**src/hdl/fhc_pkg.sv**
```systemverilog
// Shared constants and helper function for the float/half converter.
`default_nettype none

package fhc_pkg;

   // operation codes carried on req_op
   localparam logic OP_S2H = 1'b0;
   localparam logic OP_H2S = 1'b1;

   // single to half exponent thresholds
   localparam logic [7:0] S2H_SUBNORM_MAX_EXP = 8'd112;  // 127 - 15
   localparam logic [7:0] S2H_SUBNORM_BASE    = 8'd113;  // 127 - 14
   localparam logic [7:0] S2H_ZERO_MAX_EXP    = 8'd81;   // shift of 32 or more

   // half to single exponent offsets
   localparam logic [7:0] H2S_REBIAS        = 8'd112;  // 127 - 15
   localparam logic [7:0] H2S_SUBNORM_BASE  = 8'd113;  // 127 - 14

   // Count leading zeros of a 10-bit mantissa; an all-zero input gives 10.
   function automatic logic [3:0] lead_zero_count(input logic [9:0] mant);
      logic [3:0] count;
      logic       found;
      count = 4'd10;
      found = 1'b0;
      for (int b = 9; b >= 0; b--) begin
         if (!found && mant[b]) begin
            count = 4'(9 - b);
            found = 1'b1;
         end
      end
      return count;
   endfunction

endpackage : fhc_pkg

`default_nettype wire

```
**src/hdl/float_half_converter_top.sv**
```systemverilog
// Top level: input register, conversion logic and result register.
// An accepted request beat passes the input register, then the result register, to its response beat.
// Throughput: one beat per cycle; the input and result registers stall
// together only when the result is held and the input register is full.
// Reset: synchronous, active high; clears both valid flags, payload is not reset.
`default_nettype none

module float_half_converter_top (
   input  wire logic        clock,
   input  wire logic        reset,
   input  wire logic        req_valid,
   output logic             req_stall,
   input  wire logic        req_op,
   input  wire logic [31:0] req_value,
   output logic             rsp_valid,
   input  wire logic        rsp_stall,
   output logic      [31:0] rsp_converted
);
   import fhc_pkg::*;

   logic        in_valid_ff;
   logic        op_ff;
   logic [31:0] value_ff;
   logic        out_valid_ff;
   logic [31:0] converted_ff;
   logic [31:0] converted_in;
   logic [15:0] half_result;
   logic [31:0] single_result;
   logic        out_adv;
   logic        in_adv;

   fhc_s2h u_s2h (
      .single_bits (value_ff),
      .half_bits   (half_result)
   );

   fhc_h2s u_h2s (
      .half_bits   (value_ff[15:0]),
      .single_bits (single_result)
   );

   // select the result for the held operation
   assign converted_in = (op_ff == OP_H2S) ? single_result : {16'd0, half_result};

   // advance the result register when empty or drained, the input register behind it
   assign out_adv   = !out_valid_ff || !rsp_stall;
   assign in_adv    = !in_valid_ff || out_adv;
   assign req_stall = !in_adv;

   // input register
   always_ff @(posedge clock) begin
      if (reset) begin
         in_valid_ff <= 1'b0;
      end else if (in_adv) begin
         in_valid_ff <= req_valid;
      end
      if (in_adv && req_valid) begin
         op_ff    <= req_op;
         value_ff <= req_value;
      end
   end

   // result register
   always_ff @(posedge clock) begin
      if (reset) begin
         out_valid_ff <= 1'b0;
      end else if (out_adv) begin
         out_valid_ff <= in_valid_ff;
      end
      if (out_adv && in_valid_ff) begin
         converted_ff <= converted_in;
      end
   end

   assign rsp_valid     = out_valid_ff;
   assign rsp_converted = converted_ff;

   // hold a blocked input beat in place
   a_in_hold: assert property (@(posedge clock) disable iff (reset)
      (in_valid_ff && !out_adv) |=> (in_valid_ff && $stable(op_ff) && $stable(value_ff)))
      else $error("held input beat lost or changed");

   // stall the request side only when both registers are full and blocked
   a_stall_cause: assert property (@(posedge clock) disable iff (reset)
      req_stall |-> (in_valid_ff && out_valid_ff && rsp_stall))
      else $error("request stalled without a full pipeline");

   // move a held input beat into the result register
   a_forward: assert property (@(posedge clock) disable iff (reset)
      (in_valid_ff && out_adv) |=> rsp_valid)
      else $error("input beat dropped on its way to the result");

   // drive zero upper bits for a single to half result
   a_half_upper: assert property (@(posedge clock) disable iff (reset)
      (in_valid_ff && out_adv && op_ff == OP_S2H) |=> (rsp_converted[31:16] == 16'd0))
      else $error("half result has nonzero upper bits");

endmodule : float_half_converter_top

`default_nettype wire

```
**src/hdl/fhc_s2h.sv**
```systemverilog
// Single to half bit pattern conversion, truncating, combinational.
`default_nettype none

module fhc_s2h (
   input  wire logic [31:0] single_bits,
   output logic      [15:0] half_bits
);
   import fhc_pkg::*;

   logic [7:0]  exp_single;
   logic [7:0]  shift_full;
   logic [31:0] mant_shifted;
   logic [13:0] half_mag;

   assign exp_single = single_bits[30:23];
   assign shift_full = S2H_SUBNORM_BASE - exp_single;

   // shift the mantissa with its hidden one into subnormal position
   assign mant_shifted = {8'd0, 1'b1, single_bits[22:0]} >> shift_full[4:0];

   // pick subnormal, flushed or wrapped-exponent magnitude
   always_comb begin
      if (exp_single <= S2H_ZERO_MAX_EXP) begin
         half_mag = 14'd0;
      end else if (exp_single <= S2H_SUBNORM_MAX_EXP) begin
         half_mag = {4'd0, mant_shifted[22:13]};
      end else begin
         half_mag = single_bits[26:13];
      end
   end

   // merge sign and exponent top bit
   assign half_bits = {single_bits[31:30], half_mag};

endmodule : fhc_s2h

`default_nettype wire

```
**src/hdl/fhc_h2s.sv**
```systemverilog
// Half to single bit pattern conversion with subnormal normalization, combinational.
`default_nettype none

module fhc_h2s (
   input  wire logic [15:0] half_bits,
   output logic      [31:0] single_bits
);
   import fhc_pkg::*;

   logic [4:0]  exp_half;
   logic [9:0]  mant_half;
   logic [3:0]  norm_shift;
   logic [10:0] mant_norm;
   logic [7:0]  exp_norm;

   assign exp_half  = half_bits[14:10];
   assign mant_half = half_bits[9:0];

   // normalize a subnormal mantissa so the leading one drops off
   assign norm_shift = lead_zero_count(mant_half) + 4'd1;
   assign mant_norm  = {1'b0, mant_half} << norm_shift;
   assign exp_norm   = H2S_SUBNORM_BASE - {4'd0, norm_shift};

   // rebias normals, normalize subnormals, keep signed zero
   always_comb begin
      if (exp_half != 5'd0) begin
         single_bits = {half_bits[15], {3'd0, exp_half} + H2S_REBIAS, mant_half, 13'd0};
      end else if (mant_half != 10'd0) begin
         single_bits = {half_bits[15], exp_norm, mant_norm[9:0], 13'd0};
      end else begin
         single_bits = {half_bits[15], 31'd0};
      end
   end

endmodule : fhc_h2s

`default_nettype wire

```
**config.mk**
```make
export PLATFORM = sky130hd
export DESIGN_NAME = float_half_converter_top
export DESIGN_NICKNAME = d
export VERILOG_FILES = /design/src/hdl/fhc_pkg.sv /design/src/hdl/float_half_converter_top.sv /design/src/hdl/fhc_s2h.sv /design/src/hdl/fhc_h2s.sv
export SDC_FILE = /design/constraint.sdc
export NUM_CORES = 1
export LEC_CHECK = 0
export BUFFER_PORTS_ARGS = -buffer_cell sky130_fd_sc_hd__buf_2
export CELL_PAD_IN_SITES_DETAIL_PLACEMENT = 1
export CELL_PAD_IN_SITES_GLOBAL_PLACEMENT = 2
export CORE_ASPECT_RATIO = 1.2
export CORE_MARGIN = 2
export CORE_UTILIZATION = 36
export DETAILED_ROUTE_END_ITERATION = 10
export HOLD_SLACK_MARGIN = 0.05
export PLACE_DENSITY = 0.86
export SYNTH_ARGS = -nofsm -noshare
export SYNTH_HDL_FRONTEND = slang
export SYNTH_SLANG_ARGS = --single-unit
```
**constraint.sdc**
```tcl
create_clock -name clock -period 4.6 [get_ports clock]
set_input_delay 0.69 -clock clock [delete_from_list [all_inputs] [get_ports clock]]
set_output_delay 0.69 -clock clock [all_outputs]
set_load 0.01 [all_outputs]
```
==> flow_metrics.tcl, run 1 <==
set metrics [dict create \
    outcome "completed" \
    synthArstFlopShare_pct 0 \
    rsz0062_at_grt "no" \
    die_width_um 93.02 \
    fillCellCount 1036 \
    yosys_warnings 0 \
    synth_cells 272 \
    synth_cell_types 57 \
    ys_seq_elements 66 \
    dp_slack_ns 0.7875 \
    yosysSeqAreaShare_pct 57.31 \
    fmax_mhz 256.3 \
    critical_path_required_ns 4.68 \
    period_needed_ns 3.902 \
    gp_congestion 0.8684 \
    grt_pass1_wl_um 13090 \
    h-tree-depth 3 \
    drive_gt1_share_pct 31.90 \
    dp.final_hpwl_um 6050 \
    path_cells "or4_1 > nor2_8 > nor2_4 > a221o_2 > inv_4 > ha_1 > clkinv_1 > and2_1 > a311oi_1 > o31ai_1" \
    slew_headroom_pct 28.70 \
    critPathMaxStageDelay_ns 0.74 \
    grt_max_degree 34 \
    timing.final.ws_setup_ns 0.6976 \
    postSynthAreaPerCell_um2 12.59 \
    drt_iter0_markers 91 \
    p_total_mw 1.580 \
    grt_pass1_vias 2461 \
    wl_per_cell_um 17.60 \
    vias_per_cell 5.231 \
    drc 0 \
    multiInputGateArea_um2 1343 \
    die_h_um 110.8 \
    synth_edf_count 64 \
    placed_area_um2 3867 \
    synth_nets 312 \
    cp.arrival_ns 3.98 \
    fin_area_um2 4153 \
    maxSlewViolCount 0 \
    ant_nets 0 \
    insertion_delay_ns 0.34 \
    initial_core_util_pct 36.54 \
    path_clk_slew_ns 0.06 \
    fin_skew_ns 0.008383 \
    fin_crit_sh_pct 84.84 \
    antennaDiodeCount 0 \
    dr.pass1.iters 4 \
    post_cts_buffers 0 \
    num_rows 39 \
    cp-start-kind "flop" \
    dieArea_um2 10310 \
    synthFlopType "edfxtp_1" \
    hold_viol 0 \
    cts_root_buffer "clkbuf_16" \
    cts_resized 0 \
    worstMarginPinSlew_ns 1.067 \
    cts_tree "done" \
    vias 2464 \
    io_pins 71 \
    drt_wl_total_um 8289 \
    tns_ns 0 \
    endpoint_kind "flop" \
    area.sequential_um2 1962 \
    coreArea_um2 9369 \
    reg2regPathDepth 10 \
    slowest_stage "or4_1" \
    grtUsageTotal_pct 17.04 \
    power_density_nw_per_um2 380.5 \
    p_leak_nw 1.591 \
    clock_path_buffers 2 \
    critical_path_class "reg2reg" \
    syn_area_um2 3423 \
    whs_path_depth 2 \
    portBuffers 70 \
    cts.sinks 66 \
    ir_worst_vdd_mv 0.1959 \
    overflow 0 \
    cts_hold_buffers 0 \
    cap_violations 0 \
    cts-buffers-inserted 9 \
    hold_path_class "reg2reg" \
    finalSetupViolations 0 \
    area_delta_synth_final_pct 21.31 \
    crit_fanout 14 \
    antenna_found_initial 0 \
    nets 383 \
]
per-stage QoR:
stage | hold WS (ns) | utilization, % | std cells
after CTS | 0.4999 | 44.32 | 471
final | 0.4904 | 44.32 | 471
after global routing | 0.5159 | 44.32 | 471
after global placement | 0.4685 | 41.28 | 455
after detailed placement | 0.4877 | 41.28 | 455
after floorplan | 0.4444 | - | 272
power breakdown:
part	internal [mW]	switching, mW	leakage (nW)
Sequential	0.700	0.0299	0.632
Combinational	0.0835	0.107	0.827
Clock	0.411	0.248	0.132
synth_stat cells, types with 2 or more instances:
library cell,n,area (um2)
o211a_1,2,20.02
o211ai_1,3,22.52
a31oi_1,7,43.79
o221ai_1,2,17.52
a22o_1,3,26.28
nand3_1,8,40.04
nor2_1,24,90.09
mux2i_1,9,90.09
clkbuf_1,5,18.77
mux4_2,7,157.7
buf_6,5,56.30
edfxtp_1,64,1922
mux2_2,2,22.52
dfxtp_1,2,40.04
nand2b_1,2,12.51
nor2b_1,9,56.30
nor3_1,8,40.04
o21ai_0,15,75.07
and2_1,6,37.54
a21boi_0,4,30.03
and2b_2,2,17.52
xnor2_1,3,26.28
a21oi_1,19,95.09
a22oi_1,3,22.52
ha_1,3,37.54
o311ai_0,2,17.52
inv_1,7,26.28
nand2_1,17,63.81
logic make-up after synthesis:
logic type,synth area share (%)
AO/OA/AOI/OAI,14.22
XOR/XNOR,1.024
adder cells (fa/ha/maj),1.097
buffers and inverters,3.874
flip-flops,57.31
multiplexers,9.101
AND/OR/NAND/NOR,13.38
flip-flops by register name, summed over array words and instances (netlist names):
register       flops
rsp_converted     31
in_valid_ff        1
rsp_valid          1
op_ff              1
value_ff          32
placed cells by master (no fill, tap or decap), drive strengths merged, types with 3 or more instances in the layout:
master	netlist	final
a31oi	7	7
a21boi	4	4
o211ai	3	3
inv	8	8
o21ai	15	15
ha	3	3
nand2	17	17
edfxtp	64	64
buf	7	73
a21oi	19	19
mux2	3	3
nor3	9	9
nor2	26	26
xnor2	3	3
and2	6	6
mux4	8	8
nand3	8	8
nor2b	9	9
clkbuf	5	9
a22o	3	3
a22oi	3	3
clkinv	1	5
mux2i	9	9
metal layers:
metal	GRT usage [%]	wire length (um)	vias to the layer above
met4	9.804	207	0
met1	22.73	3729	1185
met3	2.991	385	11
met2	26.04	3967	78
met5	0	0	-
li1	-	-	1190
worst max-delay path: cells and delay by family, from the launching register on:
kind / cells / cell delay [ns]
AO/OA/AOI/OAI: 3 / 0.79
flip-flops: 1 / 0.52
AND/OR/NAND/NOR: 4 / 1.34
adder cells (fa/ha/maj): 1 / 0.48
buffers and inverters: 2 / 0.49
cell type report:
class	count	share of cell area, %
timing repair buffer	73	8.979
clock inverter	7	1.446
sequential	66	47.24
multi-input combinational	184	32.33
clock buffer	9	5.423
tap	123	3.706
inverter	9	0.8738
worst paths after layout:
| check | start | slack [ns] | end |
|---|---|---|---|
| max | value_ff[9]$_DFFE_PP_ | 0.70 | rsp_converted[22]$_SDFFCE_PN0P_ |
| max reg2reg | value_ff[9]$_DFFE_PP_ | 0.70 | rsp_converted[22]$_SDFFCE_PN0P_ |
| min reg2reg | in_valid_ff$_SDFFE_PP0N_ | 0.49 | rsp_valid$_SDFFE_PP0P_ |
| min | in_valid_ff$_SDFFE_PP0N_ | 0.49 | rsp_valid$_SDFFE_PP0P_ |
Note: power is estimated with default switching activity, not from simulation.
==> run 2: changes to the inputs <==
==> constraint.sdc (replaced) <==
create_clock -name clock -period 3.6 [get_ports clock]
set_input_delay 0.54 -clock clock [delete_from_list [all_inputs] [get_ports clock]]
set_output_delay 0.54 -clock clock [all_outputs]
set_load 0.01 [all_outputs]
==> flow_metrics.tcl, run 2 (same netlist as run 1, synthesis figures left out) <==
set metrics [dict create \
    critical_path_required_ns 3.66 \
    p_sw_mw 0.4962 \
    final_cell_mix "buf_2 (70), edfxtp_1 (64), nor2_1 (24)" \
    insertion_delay_ns 0.33 \
    antenna_found_initial 0 \
    critical_path_class "reg2reg" \
    largest_register_ffs 32 \
    mostFrequentLayoutCell "buf_2" \
    cts-buffers-inserted 9 \
    fillCellCount 1047 \
    grt_pass1_wl_um 13140 \
    portBuffers 70 \
    endpoint_kind "flop" \
    slew_headroom_pct 31.55 \
    fin_crit_sh_pct 94.35 \
    grt_max_degree 34 \
    p_leak_nw 1.634 \
    cp-start-kind "flop" \
    maxSlewViolCount 0 \
    ant_nets 0 \
    cap_violations 0 \
    post_cts_buffers 0 \
    drt_iter0_markers 107 \
    initial_core_util_pct 36.54 \
    cts_hold_buffers 0 \
    hold_path_class "in2reg" \
    cts_tree "done" \
    finalSetupViolations 0 \
    grt_util_met1_pct 21.03 \
    clock_path_buffers 2 \
    vias 2472 \
    vias_per_cell 5.172 \
    power_frac_clock_pct 42.0 \
    swShare_pct 24.38 \
    cts_resized 0 \
    final_cells 478 \
    drt_wl_total_um 8192 \
    drive_gt1_share_pct 34.37 \
    path_clk_slew_ns 0.06 \
    fin_skew_ns 0.005225 \
    cts.sinks 66 \
    wl_per_cell_um 17.14 \
    dieArea_um2 10310 \
    ir_worst_vdd_mv 0.2043 \
    p_comb_share_pct 12.3 \
    die_h_um 110.8 \
    dr.pass1.iters 4 \
    num_rows 39 \
    crit_fanout 12 \
    regMostFlops "value_ff" \
    tns_ns 0 \
    period_needed_ns 3.397 \
    coreArea_um2 9369 \
    grtUsageTotal_pct 16.80 \
    use_met3_pct 4.555 \
    place_inst 462 \
    p_total_mw 2.035 \
    gp_congestion 0.8616 \
    grt_pass1_vias 2517 \
    cp.arrival_ns 3.46 \
    h-tree-depth 3 \
    p_int_mw 1.539 \
    outcome "completed" \
    worstMarginPinSlew_ns 1.024 \
    overflow 0 \
    nets 390 \
    drc 0 \
    io_pins 71 \
    power_density_nw_per_um2 482.6 \
    die_width_um 93.02 \
    area_delta_synth_final_pct 23.17 \
    fmax_mhz 294.4 \
    top_usage_layer "met2" \
    dp.final_hpwl_um 6024 \
    rsz0062_at_grt "no" \
    use_met2_pct 26.71 \
    hold_viol 0 \
    p_seq_share_pct 45.7 \
    cts_root_buffer "clkbuf_16" \
    antennaDiodeCount 0 \
]
-- run 2: stage by stage --
step | hold slack, ns | setup slack, ns | cell area [um2] | util, %
after floorplan | 0.4444 | 0.2881 | 3423 | -
after global placement | 0.4686 | 0.1505 | 3920 | 41.84
after detailed placement | 0.4925 | 0.1673 | 3920 | 41.84
after CTS | 0.3646 | 0.1710 | 4213 | 44.97
after global routing | 0.3687 | 0.03535 | 4217 | 45.01
final | 0.3788 | 0.2035 | 4217 | 45.01
-- run 2: routing by layer --
| metal | vias to the layer above | routed length (um) |
|---|---|---|
| met4 | 0 | 214 |
| met2 | 75 | 4030 |
| met5 | - | 0 |
| li1 | 1199 | - |
| met1 | 1185 | 3508 |
| met3 | 13 | 438 |
-- run 2: path summary, 6_finish.rpt --
| path | start | end | slack (ns) | cells past startpoint |
|---|---|---|---|---|
| max | value_ff[5]$_DFFE_PP_ | rsp_converted[22]$_SDFFCE_PN0P_ | 0.20 | 11 |
| min | req_op | op_ff$_DFFE_PP_ | 0.38 | 1 |
| max reg2reg | value_ff[5]$_DFFE_PP_ | rsp_converted[22]$_SDFFCE_PN0P_ | 0.20 | 11 |
| min reg2reg | in_valid_ff$_SDFFE_PP0N_ | rsp_valid$_SDFFE_PP0P_ | 0.50 | 2 |
-- run 2: cell type report --
cell class                 count  area [um2]  share of cell area [%]
sequential                    66        1962                   46.53
multi-input combinational    184        1346                   31.93
timing repair buffer          80       425.4                   10.09
clock buffer                   9       225.2                   5.341
tap                          123       153.9                   3.650
clock inverter                 7       67.56                   1.602
inverter                       9       36.28                  0.8605
-- run 2: power groups by stage --
stage | Sequential, mW | Combinational, mW | Clock, mW
after global placement | 0.945 | 0.248 | 0
after CTS | 0.930 | 0.251 | 0.878
after detailed placement | 0.946 | 0.248 | 0
after global routing | 0.936 | 0.275 | 0.901
final | 0.930 | 0.250 | 0.854
after floorplan | 0.944 | 0.162 | 0
-- run 2: critical path, stage by stage, from the launching register on --
cell and delay (ns):
edfxtp_1 0.54, or2b_2 0.39, a211oi_4 0.33, nor2_4 0.09, a221o_2 0.37, inv_4 0.12, ha_1 0.28, buf_4 0.21
o221ai_1 0.08, o21ai_0 0.15, o311ai_0 0.43, o31ai_1 0.15
==> run 3: changes to the inputs <==
--- a/config.mk
+++ b/config.mk
@@ -13,7 +13,9 @@
 export CORE_UTILIZATION = 36
 export DETAILED_ROUTE_END_ITERATION = 10
 export HOLD_SLACK_MARGIN = 0.05
-export PLACE_DENSITY = 0.86
+export PLACE_DENSITY_LB_ADDON = 0.1
+export REMOVE_ABC_BUFFERS = 1
+export SKIP_CTS_REPAIR_TIMING = 1
 export SYNTH_ARGS = -nofsm -noshare
 export SYNTH_HDL_FRONTEND = slang
 export SYNTH_SLANG_ARGS = --single-unit
==> flow_metrics.tcl, run 3 (same netlist as run 1, synthesis figures left out) <==
set metrics [dict create \
    outcome "completed" \
    p_leak_nw 1.638 \
    nets 389 \
    reg2regPathDepth 11 \
    cts-buffers-inserted 9 \
    vias 2511 \
    rsz0062_at_grt "no" \
    placed_area_um2 3918 \
    worstMarginPinSlew_ns 1.126 \
    maxSlewViolCount 0 \
    num_rows 39 \
    h-tree-depth 3 \
    hold_path_class "in2reg" \
    initial_core_util_pct 36.54 \
    dp.final_hpwl_um 6349 \
    gp_congestion 0.8116 \
    area_delta_synth_final_pct 23.36 \
    r2r-start "value_ff[4]$_DFFE_PP_" \
    multiInputGateArea_um2 1359 \
    area.sequential_um2 1962 \
    fmax_mhz 295.0 \
    drc 0 \
    dieArea_um2 10310 \
    io_pins 71 \
    largest_register_ffs 32 \
    slew_headroom_pct 24.76 \
    insertion_delay_ns 0.33 \
    fin_area_um2 4223 \
    die_h_um 110.8 \
    die_width_um 93.02 \
    regMostFlops "value_ff" \
    cp.arrival_ns 3.46 \
    endpoint_kind "flop" \
    fin_skew_ns 0.003931 \
    power_density_nw_per_um2 485.8 \
    cts.sinks 66 \
    drt_iter0_markers 121 \
    cts_root_buffer "clkbuf_16" \
    drive_gt1_share_pct 34.75 \
    finalSetupViolations 0 \
    tns_ns 0 \
    fillCellCount 1028 \
    crit_fanout 12 \
    cap_violations 0 \
    coreArea_um2 9369 \
    path_clk_slew_ns 0.06 \
    hold-path-endpoint "rsp_valid$_SDFFE_PP0P_" \
    ir_worst_vdd_mv 0.2985 \
    hold_viol 0 \
    mostFrequentLayoutCell "buf_2" \
    rr_endpoint "rsp_converted[22]$_SDFFCE_PN0P_" \
    cts_tree "done" \
    grtUsageTotal_pct 17.83 \
    fin_crit_sh_pct 94.17 \
    overflow 0 \
    clock_path_buffers 2 \
    critical_path_required_ns 3.67 \
    grt_pass1_wl_um 13770 \
    dr.pass1.iters 4 \
    grt_max_degree 34 \
    cp-start-kind "flop" \
    antennaDiodeCount 0 \
    period_needed_ns 3.390 \
    worstHoldStart "reset" \
    critical_path_class "reg2reg" \
    rrSetupSlack_ns 0.21 \
    drt_wl_total_um 8718 \
    grt_pass1_vias 2565 \
    antenna_found_initial 0 \
    ant_nets 0 \
    final_cell_mix "buf_2 (70), edfxtp_1 (64), nor2_1 (24)" \
    wl_per_cell_um 18.28 \
    portBuffers 70 \
    whs_path_depth 2 \
    vias_per_cell 5.264 \
]
## run 3: cell count changes in the layout (fill, tap and decap cells not counted), sizes merged
cell | before | now
buf | 80 | 79
## run 3: layout make-up
class                           count  area share (%)
Inverter                            9          0.8593
Multi-Input combinational cell    184           32.18
Tap cell                          123           3.644
Timing Repair Buffer               79           9.896
Sequential cell                    66           46.46
Clock inverter                      7           1.630
Clock buffer                        9           5.333
## run 3: where the power goes
group / total (mW) / internal (mW) / switching, mW
combinational: 0.256 / 0.112 / 0.144
clock: 0.867 / 0.534 / 0.333
sequential: 0.928 / 0.895 / 0.0339
total: 2.05 / 1.54 / 0.511
## run 3: how the worst max path moves through the flow
stage                                     start                         endpoint  slack [ns]  cells after the start
after floorplan                       rsp_stall   rsp_converted[0]$_SDFFCE_PP0P_        0.29                      1
after global placement    value_ff[6]$_DFFE_PP_  rsp_converted[22]$_SDFFCE_PN0P_        0.20                     11
after detailed placement  value_ff[8]$_DFFE_PP_  rsp_converted[22]$_SDFFCE_PN0P_        0.17                      9
after CTS                 value_ff[8]$_DFFE_PP_  rsp_converted[20]$_SDFFCE_PN0P_        0.08                     10
after global routing      value_ff[4]$_DFFE_PP_  rsp_converted[22]$_SDFFCE_PN0P_        0.03                     11
final                     value_ff[4]$_DFFE_PP_  rsp_converted[22]$_SDFFCE_PN0P_        0.21                     11
## run 3: stage by stage
step / setup slack (ns) / util, % / power, mW / std cells / hold WS (ns)
after global placement: 0.2046 / 41.81 / 1.201 / 461 / 0.4706
final: 0.2100 / 45.07 / 2.051 / 477 / 0.3801
after CTS: 0.08029 / 44.95 / 2.077 / 477 / 0.3680
after floorplan: 0.2881 / - / 1.097 / 259 / 0.4444
after detailed placement: 0.1725 / 41.81 / 1.202 / 461 / 0.4922
after global routing: 0.03093 / 45.07 / 2.140 / 477 / 0.3670
## run 3: critical path, cell delays in order, from the launching register on
cell and delay (ns):
edfxtp_1 0.56, or3_2 0.62, nor2_8 0.19, nor2_4 0.06
a221o_2 0.37, inv_4 0.12, ha_1 0.28, buf_4 0.21
o221ai_1 0.09, o21ai_0 0.15, o311ai_0 0.37, o31ai_1 0.11
## run 3: per-layer routing
metal  GRT usage [%]  share of wire [%]
met2           30.29                 53
met1           21.59                 41
met5               0                  0
met3           4.283                4.0
met4           7.157                2.2
